**config.mk**
```make
export PLATFORM = sky130hd
export DESIGN_NAME = shell_line_continuation_check_flat
export DESIGN_NICKNAME = d
export VERILOG_FILES = /design/src/hw/rtl/slcc_pkg.sv /design/src/hw/rtl/slcc_if.sv /design/src/hw/rtl/shell_line_continuation_check.sv /design/src/hw/rtl/slcc_lexer.sv /design/src/flat_wrapper.sv
export VERILOG_INCLUDE_DIRS = /design/src /design/src/hw/rtl
export SDC_FILE = /design/constraint.sdc
export NUM_CORES = 1
export LEC_CHECK = 0
export ABC_AREA = 1
export BUFFER_PORTS_ARGS = -buffer_cell sky130_fd_sc_hd__buf_2
export CORE_MARGIN = 3
export CORE_UTILIZATION = 55
export CTS_BUF_LIST = sky130_fd_sc_hd__clkbuf_8
export CTS_CLUSTER_SIZE = 10
export DETAILED_ROUTE_END_ITERATION = 12
export PLACE_DENSITY = 0.78
export SYNTH_ARGS = -nofsm -noshare
export SYNTH_HDL_FRONTEND = slang
export SYNTH_SLANG_ARGS = --single-unit
```
**constraint.sdc**
```tcl
create_clock -name clk -period 5.75 [get_ports clk]
set_clock_uncertainty 0.05 [all_clocks]
set_input_delay 0.575 -clock clk [delete_from_list [all_inputs] [get_ports clk]]
set_output_delay 0.575 -clock clk [all_outputs]
set_load 0.02 [all_outputs]
```
**src/hw/rtl/shell_line_continuation_check_macros.svh**
```systemverilog
// assertion helpers, sampled on clk and held off during rst
`ifndef SHELL_LINE_CONTINUATION_CHECK_MACROS_SVH
`define SHELL_LINE_CONTINUATION_CHECK_MACROS_SVH

// same-cycle implication
`define SLCC_IMPLY(label, ante, cons, msg) \
  label: assert property (@(posedge clk) disable iff (rst) (ante) |-> (cons)) \
    else $error(msg);

// next-cycle implication
`define SLCC_NEXT(label, ante, cons, msg) \
  label: assert property (@(posedge clk) disable iff (rst) (ante) |=> (cons)) \
    else $error(msg);

`endif

```
**src/hw/rtl/slcc_pkg.sv**
```systemverilog
package slcc_pkg;

  // need and verdict codes
  localparam logic [2:0] NeedNone   = 3'd0;
  localparam logic [2:0] NeedSquote = 3'd1;
  localparam logic [2:0] NeedDquote = 3'd2;
  localparam logic [2:0] NeedParen  = 3'd3;
  localparam logic [2:0] NeedPipe   = 3'd4;
  localparam logic [2:0] NeedAnd    = 3'd5;
  localparam logic [2:0] NeedOr     = 3'd6;

  localparam logic [7:0] CharAmp    = 8'h26;
  localparam logic [7:0] CharBar    = 8'h7C;
  localparam logic [7:0] CharOpen   = 8'h28;
  localparam logic [7:0] CharClose  = 8'h29;
  localparam logic [7:0] CharSquote = 8'h27;
  localparam logic [7:0] CharDquote = 8'h22;
  localparam logic [7:0] CharSpace  = 8'd32;
  localparam logic [7:0] CharTab    = 8'd9;
  localparam logic [7:0] CharCr     = 8'd13;

  localparam logic signed [15:0] DepthMax = 16'sh7FFF;
  localparam logic signed [15:0] DepthMin = 16'sh8000;

  typedef struct packed {
    logic [7:0] char_byte;
    logic       line_end;
  } slcc_byte_t;

  typedef struct packed {
    logic [2:0]         verdict;
    logic signed [15:0] paren_depth;
  } slcc_result_t;

endpackage

```
**src/hw/rtl/slcc_if.sv**
```systemverilog
interface slcc_byte_if;
  logic       valid;
  logic       ready;
  logic [7:0] char_byte;
  logic       line_end;

  modport source (output valid, output char_byte, output line_end, input ready);
  modport sink (input valid, input char_byte, input line_end, output ready);
endinterface

interface slcc_result_if;
  logic               valid;
  logic               ready;
  logic [2:0]         verdict;
  logic signed [15:0] paren_depth;

  modport source (output valid, output verdict, output paren_depth, input ready);
  modport sink (input valid, input verdict, input paren_depth, output ready);
endinterface

```
**src/hw/rtl/shell_line_continuation_check.sv**
```systemverilog
// the result register loads as a line's last byte leaves the input register
// throughput: one byte per cycle; a non-final byte never waits on the result side
// a final byte waits in the input register only while a previous result is unread
// the input register and the result register part the two sides
// reset: synchronous rst empties both registers and returns the lexer to normal mode
module shell_line_continuation_check
  import slcc_pkg::*;
(
  input logic          clk,
  input logic          rst,
  slcc_byte_if.sink    chars,
  slcc_result_if.source report
);

  logic         in_valid;
  slcc_byte_t   in_data;
  logic         out_valid;
  slcc_result_t out_data;
  slcc_result_t lex_res;
  logic         out_free;
  logic         advance;

  assign out_free    = !out_valid || report.ready;
  assign advance     = in_valid && (!in_data.line_end || out_free);
  assign chars.ready = !in_valid || advance;

  always_ff @(posedge clk) begin
    if (rst) begin
      in_valid <= 1'b0;
    end else if (chars.ready) begin
      in_valid <= chars.valid;
    end
    if (chars.ready && chars.valid) begin
      in_data.char_byte <= chars.char_byte;
      in_data.line_end  <= chars.line_end;
    end
  end

  slcc_lexer u_lexer (
    .clk  (clk),
    .rst  (rst),
    .step (advance),
    .cur  (in_data),
    .res  (lex_res)
  );

  always_ff @(posedge clk) begin
    if (rst) begin
      out_valid <= 1'b0;
    end else if (advance && in_data.line_end) begin
      out_valid <= 1'b1;
    end else if (report.ready) begin
      out_valid <= 1'b0;
    end
    if (advance && in_data.line_end) begin
      out_data <= lex_res;
    end
  end

  assign report.valid       = out_valid;
  assign report.verdict     = out_data.verdict;
  assign report.paren_depth = out_data.paren_depth;

`include "shell_line_continuation_check_macros.svh"

  `SLCC_NEXT(a_result_loads, advance && in_data.line_end, out_valid, "final byte left no result")
  `SLCC_IMPLY(a_empty_takes, !in_valid, chars.ready, "empty input register refused a beat")
  `SLCC_IMPLY(a_paren_depth, out_valid && out_data.verdict == NeedParen, out_data.paren_depth > 16'sd0, "paren verdict without open depth")

endmodule

```
**src/hw/rtl/slcc_lexer.sv**
```systemverilog
module slcc_lexer
  import slcc_pkg::*;
(
  input  logic         clk,
  input  logic         rst,
  input  logic         step,
  input  slcc_byte_t   cur,
  output slcc_result_t res
);

  typedef enum logic [2:0] {
    ModeNormal,
    ModeSquote,
    ModeDquote,
    ModeAmp,
    ModePipe
  } mode_t;

  mode_t              mode;
  mode_t              mode_next;
  logic [2:0]         need;
  logic [2:0]         need_next;
  logic signed [15:0] depth;
  logic signed [15:0] depth_next;
  logic [2:0]         final_need;
  logic               as_normal;
  logic               blank;
  logic [7:0]         c;

  assign c     = cur.char_byte;
  assign blank = (c == CharSpace) || (c inside {[CharTab:CharCr]});

  always_comb begin
    mode_next  = mode;
    need_next  = need;
    depth_next = depth;
    as_normal  = 1'b0;
    case (mode)
      ModeSquote: begin
        if (c == CharSquote) begin
          need_next = NeedNone;
          mode_next = ModeNormal;
        end
      end
      ModeDquote: begin
        if (c == CharDquote) begin
          need_next = NeedNone;
          mode_next = ModeNormal;
        end
      end
      ModeAmp: begin
        mode_next = ModeNormal;
        if (c == CharAmp) begin
          need_next = NeedAnd;
        end else begin
          need_next = NeedNone;
          as_normal = 1'b1;
        end
      end
      ModePipe: begin
        mode_next = ModeNormal;
        if (c == CharBar) begin
          need_next = NeedOr;
        end else begin
          need_next = NeedPipe;
          as_normal = 1'b1;
        end
      end
      default: begin
        mode_next = ModeNormal;
        as_normal = 1'b1;
      end
    endcase

    if (as_normal) begin
      if (c == CharAmp) begin
        mode_next = ModeAmp;
      end else if (c == CharBar) begin
        mode_next = ModePipe;
      end else if (c == CharOpen) begin
        if (depth != DepthMax) depth_next = depth + 16'sd1;
      end else if (c == CharClose) begin
        if (depth != DepthMin) depth_next = depth - 16'sd1;
      end else if (c == CharSquote) begin
        need_next = NeedSquote;
        mode_next = ModeSquote;
      end else if (c == CharDquote) begin
        need_next = NeedDquote;
        mode_next = ModeDquote;
      end else if (!blank) begin
        need_next = NeedNone;
      end
    end
  end

  // a lone '&' or '|' left at line end settles here
  always_comb begin
    case (mode_next)
      ModeAmp:  final_need = NeedNone;
      ModePipe: final_need = NeedPipe;
      default:  final_need = need_next;
    endcase
    res.paren_depth = depth_next;
    if (final_need == NeedNone && depth_next > 16'sd0) begin
      res.verdict = NeedParen;
    end else begin
      res.verdict = final_need;
    end
  end

  always_ff @(posedge clk) begin
    if (rst) begin
      mode  <= ModeNormal;
      need  <= NeedNone;
      depth <= '0;
    end else if (step) begin
      if (cur.line_end) begin
        mode  <= ModeNormal;
        need  <= NeedNone;
        depth <= '0;
      end else begin
        mode  <= mode_next;
        need  <= need_next;
        depth <= depth_next;
      end
    end
  end

`include "shell_line_continuation_check_macros.svh"

  `SLCC_NEXT(a_line_clears, step && cur.line_end, mode == ModeNormal && need == NeedNone && depth == 16'sd0, "state not cleared after line end")
  `SLCC_IMPLY(a_squote_need, mode == ModeSquote, need == NeedSquote, "single quote mode without its need")
  `SLCC_IMPLY(a_dquote_need, mode == ModeDquote, need == NeedDquote, "double quote mode without its need")

endmodule
```
**src/flat_wrapper.sv**
```systemverilog
// flat-port wrapper written by rule: the top's interface ports become plain ports
module shell_line_continuation_check_flat import slcc_pkg::*;
  (clk, rst, chars_valid, chars_char_byte, chars_line_end, chars_ready, report_valid, report_verdict, report_paren_depth, report_ready);
  slcc_byte_if chars_i ();
  slcc_result_if report_i ();
  input logic clk;
  input logic rst;
  input wire logic [$bits(chars_i.valid)-1:0] chars_valid;
  input wire logic [$bits(chars_i.char_byte)-1:0] chars_char_byte;
  input wire logic [$bits(chars_i.line_end)-1:0] chars_line_end;
  output wire logic [$bits(chars_i.ready)-1:0] chars_ready;
  output wire logic [$bits(report_i.valid)-1:0] report_valid;
  output wire logic [$bits(report_i.verdict)-1:0] report_verdict;
  output wire logic [$bits(report_i.paren_depth)-1:0] report_paren_depth;
  input wire logic [$bits(report_i.ready)-1:0] report_ready;
  assign chars_i.valid = chars_valid;
  assign chars_i.char_byte = chars_char_byte;
  assign chars_i.line_end = chars_line_end;
  assign chars_ready = chars_i.ready;
  assign report_valid = report_i.valid;
  assign report_verdict = report_i.verdict;
  assign report_paren_depth = report_i.paren_depth;
  assign report_i.ready = report_ready;
  shell_line_continuation_check u_core (.clk(clk), .rst(rst), .chars(chars_i), .report(report_i));
endmodule
```
==> impl_table.tex <==
\begin{tabular}{lr}
\hline
Metric & Value \\
\hline
\multicolumn{2}{l}{\textbf{Status}} \\
\quad Status & finished clean \\
\multicolumn{2}{l}{\textbf{Floorplanning}} \\
\quad Die area & $\sim$7000 um\^{}2 \\
\quad Core ar. & roughly 6000 um\^{}2 \\
\quad Effective utilization at floorplan & 0.571 \\
\quad Row cnt & 28 \\
\quad Y dimension of the die & 84.6 um \\
\quad Horizontal die dimension & approximately 85 um \\
\quad Top-level port count & 34 \\
\multicolumn{2}{l}{\textbf{Power and ir drop}} \\
\quad Pint & 539 uW \\
\quad Fraction of power consumed by combinational cells & 0.056 \\
\quad Clock network power share & 0.365 \\
\quad Worst ir drop on vdd & $\sim$130 uV \\
\quad Switch share & 0.221 \\
\quad Power per unit of standard cell area & about 190 nW/um\^{}2 \\
\quad P\_sw & between 150 and 200 uW \\
\quad Part of the total power dissipated in sequential elements & 0.579 \\
\quad Leakage power & around 0.0018 uW \\
\multicolumn{2}{l}{\textbf{Placed design}} \\
\quad Count of port buffers added during placement & 33 \\
\quad Detailed placement HPWL & a little over 6 mm \\
\quad Final weighted congestion of routability-driven global placement & a little over 1 \\
\quad Placed instance area & between 3000 and 4000 um\^{}2 \\
\multicolumn{2}{l}{\textbf{Critical path}} \\
\quad Delay-heaviest family, CP & simple AND/OR/NAND/NOR gates \\
\quad Stage delay of the slowest cell on the critical path & around 480 ps \\
\quad Buffers plus inverters on the worst setup path & 0 \\
\quad CP Data Arrival Time & 2580 ps \\
\quad Startpoint of the worst-slack reg-to-reg timing path & u\_core.u\_lexer.depth[1]\$\_SDFFE\_PP0P\_ \\
\quad Type of element capturing the critical path & flop \\
\quad List of cells traversed by the critical path & ha\_1, nand2\_1, nor2\_1, nand2\_1, nor2\_2, nand2\_1, nand2\_1, o21ai\_0, nand2\_1, nand2\_1, nand2\_1, nand3\_1, nor2\_1, nand3\_1, nand2\_1, nand2\_1 \\
\quad Start point of the critical path & u\_core.u\_lexer.depth[1]\$\_SDFFE\_PP0P\_ \\
\quad Critical path class & flop to flop \\
\quad Most prevalent standard cell on the critical path & sky130\_fd\_sc\_hd\_\_nand2\_1 \\
\quad CP required & about 5800 ps \\
\quad Element type at the critical path start & flop \\
\quad Cell at the slowest stage of the critical path & sky130\_fd\_sc\_hd\_\_dfxtp\_1 \\
\quad Largest fanout on the critical path & 8 \\
\multicolumn{2}{l}{\textbf{Drt}} \\
\quad Detailed Route Iter0 Violations & around 220 \\
\quad Final routed wirelength across all metal layers & around 8.0 mm \\
\quad Number of detailed-route iterations in the first pass & 6 \\
\quad Detailed-route wire length per cell & 13.3 um \\
\quad DR DRC count & 0 \\
\quad Antenna-violating nets left & 0 \\
\quad Via count & around 3200 \\
\quad Vias per Instance & 5.35 \\
\multicolumn{2}{l}{\textbf{Yosys}} \\
\quad Post-synthesis area per instance & 6.82 um\^{}2 \\
\quad Synth area leader & sky130\_fd\_sc\_hd\_\_edfxtp\_1 \\
\quad Post-Synthesis Net Count & 515 \\
\quad Post-synthesis register bit count & between 50 and 60 \\
\quad Synth Cell Area & approximately 3400 um\^{}2 \\
\quad Fraction of synthesized cell area taken by the top area cell type & 0.247 \\
\quad Leading post-synthesis cells by cell area & sky130\_fd\_sc\_hd\_\_edfxtp\_1 (25\%), sky130\_fd\_sc\_hd\_\_nand2\_1 (22\%), sky130\_fd\_sc\_hd\_\_dfxtp\_1 (14\%), sky130\_fd\_sc\_hd\_\_nand3\_1 (6.8\%), sky130\_fd\_sc\_hd\_\_inv\_1 (5.3\%) \\
\quad Library cells used by synthesis & 35 \\
\quad Synthesized instance count & 499 \\
\quad Sequential-to-total area share from yosys stat & 0.389 \\
\quad Synth warnings & 0 \\
\multicolumn{2}{l}{\textbf{GRT}} \\
\quad First-pass GRT wire length & between 10 and 15 mm \\
\quad Largest net degree at the start of global routing & 25 \\
\quad Number of global-route vias before repair & about 3000 \\
\quad Global route overflow & 0 \\
\quad Antenna violations before repair & 0 \\
\quad Overall fraction of global-route tracks in use & 0.231 \\
\multicolumn{2}{l}{\textbf{Clock network}} \\
\quad Max Buffers Root-to-Sink & 2 \\
\quad Postcts setup bufs & 0 \\
\quad CTS tree & yes \\
\quad Clock edge transition at the registers on the reported setup and hold paths & 100 ps \\
\quad Number of buffers created by CTS & 5 \\
\quad CTS H-tree lvls & 2 \\
\quad Post-CTS Hold Fix Bufs & 0 \\
\quad Clock root cell & sky130\_fd\_sc\_hd\_\_clkbuf\_8 \\
\quad \# clock sinks & 52 \\
\quad Number of gates resized after CTS & 0 \\
\quad Clock latency on the worst-skew pair & between 300 and 400 ps \\
\multicolumn{2}{l}{\textbf{Timing}} \\
\quad Post-layout minimum cycle time & 2560 ps \\
\quad Final number of hold-violating endpoints & 0 \\
\quad Max-slew headroom & 0.413 \\
\quad TNS Setup & 0 ps \\
\quad Slew @ Worst Pin & between 800 and 900 ps \\
\quad Setup-failing EPs final & 0 \\
\quad Final number of max-transition violations & 0 \\
\quad Share of the cycle needed by the critical path after routing & 0.445 \\
\quad Maximum operating frequency & slightly below 400 MHz \\
\quad Unrepaired setup endpoints after global routing & no \\
\multicolumn{2}{l}{\textbf{Finish}} \\
\quad Area Overhead vs Synth & 8.79\% \\
\quad Net count, final & $\sim$540 \\
\quad Diode count & 0 \\
\quad Filler Cells Inserted & 574 \\
\quad Post-route cell area & between 3000 and 4000 um\^{}2 \\
\quad Proportion of layout cells with a drive suffix above 1 & 0.152 \\
\multicolumn{2}{l}{\textbf{Min path}} \\
\quad Class of the most critical hold timing path & input pin to flop \\
\quad Hold path startpoint & chars\_char\_byte[2] \\
\multicolumn{2}{l}{\textbf{Job}} \\
\quad Count of maximum capacitance violations & 0 \\
\hline
\end{tabular}
[metrics by stage]
step	std cells	power, uW	worst slack [ps]	util	hold WS [ps]
final	603	692	3190	0.621	379
after global routing	603	717	2890	0.621	365
after CTS	603	699	3220	0.621	376
after detailed placement	595	448	3030	0.602	410
after global placement	595	447	3030	0.602	404
after floorplan	499	435	3650	-	395
[cell usage in the layout (no fill, tap or decap)]
cell type                    count
sky130_fd_sc_hd__a21boi_2        1
sky130_fd_sc_hd__a21oi_1        27
sky130_fd_sc_hd__a21oi_2         1
sky130_fd_sc_hd__a31oi_1         3
sky130_fd_sc_hd__buf_2          33
sky130_fd_sc_hd__buf_4           1
sky130_fd_sc_hd__bufinv_16       1
sky130_fd_sc_hd__clkbuf_8        5
sky130_fd_sc_hd__clkinvlp_4      1
sky130_fd_sc_hd__dfxtp_1        24
sky130_fd_sc_hd__edfxtp_1       28
sky130_fd_sc_hd__ha_1            3
sky130_fd_sc_hd__inv_1          48
sky130_fd_sc_hd__inv_2           6
sky130_fd_sc_hd__inv_6           1
sky130_fd_sc_hd__nand2_1       198
sky130_fd_sc_hd__nand2_2         6
sky130_fd_sc_hd__nand2_4         4
sky130_fd_sc_hd__nand3_1        46
sky130_fd_sc_hd__nand3_2         1
sky130_fd_sc_hd__nand3_4         1
sky130_fd_sc_hd__nand3b_1        3
sky130_fd_sc_hd__nand4_1         9
sky130_fd_sc_hd__nor2_1         38
sky130_fd_sc_hd__nor2_2          9
sky130_fd_sc_hd__nor2_4          5
sky130_fd_sc_hd__nor2_8          1
sky130_fd_sc_hd__nor3_1          6
sky130_fd_sc_hd__o211ai_1        1
sky130_fd_sc_hd__o21ai_0         7
sky130_fd_sc_hd__o21ai_1         2
sky130_fd_sc_hd__o21bai_2        1
sky130_fd_sc_hd__o22ai_1         1
sky130_fd_sc_hd__or2_1           1
sky130_fd_sc_hd__or2_2           2
sky130_fd_sc_hd__xor2_1          3
[area by class of cell]
cell class | instances | area (um^2) | share of cell area
sequential | 52 | 1320 | 0.357
clock inverter | 3 | 46.3 | 0.0125
tap | 75 | 93.8 | 0.0254
multi-input combinational | 380 | 1790 | 0.485
timing repair buffer | 34 | 173 | 0.0467
clock buffer | 5 | 68.8 | 0.0186
inverter | 54 | 203 | 0.0548
[Yosys cell counts, drive strengths merged]
| cell | instances |
|---|---|
| ha | 3 |
| or2 | 3 |
| nor3 | 6 |
| a21boi | 1 |
| a31oi | 3 |
| xor2 | 3 |
| nand2 | 208 |
| a21oi | 28 |
| o21ai | 9 |
| nand3 | 48 |
| inv | 54 |
| buf | 7 |
| o21bai | 1 |
| edfxtp | 28 |
| dfxtp | 24 |
| o22ai | 1 |
| clkbuf | 6 |
| nand3b | 3 |
| nand4 | 9 |
| nor2 | 53 |
| o211ai | 1 |
[logic make-up after synthesis]
kind of cell    after synthesis  synth area share
xor+xnor                      3           0.00773
compound gates               44            0.0717
buf+inv                      67            0.0839
flops                        52             0.389
simple gates                330             0.437
fa+ha+maj                     3            0.0110
[worst paths after layout]
| path | to | slack [ps] | cells past startpoint |
|---|---|---|---|
| worst max register to register | u_core.report.verdict[1]$_SDFFCE_PP1P_ | 3190 | 16 |
| worst min register to register | u_core.u_lexer.need[2]$_SDFFE_PP0P_ | 420 | 2 |
| worst min-delay path | u_core.in_data[3]$_DFFE_PP_ | 380 | 1 |
| worst max-delay path | u_core.report.verdict[1]$_SDFFCE_PP1P_ | 3190 | 16 |
[state kept, by name, summed over array words and instances, names as in the netlist]
name                       cells
u_core.in_data                 9
u_core.in_valid                1
u_core.report.paren_depth     16
u_core.report.valid            1
u_core.report.verdict          3
u_core.u_lexer.depth          16
u_core.u_lexer.mode            3
u_core.u_lexer.need            3
[metal layers]
metal / vias to the layer above / GRT usage / wire, um
met5: - / 0 / 0
met4: 0 / 0.0892 / 265
met3: 25 / 0.0363 / 496
met2: 112 / 0.404 / 3900
met1: 1435 / 0.285 / 3360
li1: 1653 / - / -
[worst register-to-register path: cells and delay by family (launching register included)]
family	cells	cell delay, ps
AND/OR/NAND/NOR	14	1440
adder cells (fa/ha/maj)	1	240
flip-flops	1	480
AO/OA/AOI/OAI	1	120
[power groups by stage]
stage	Sequential, uW	Combinational [uW]	Clock (uW)
CTS	401	38.7	259
global placement	409	37.7	0
floorplan	411	24.1	0
global route	402	43.0	272
detailed placement	410	38.6	0
finish	401	38.5	252
(Power assumes the default switching activity.)
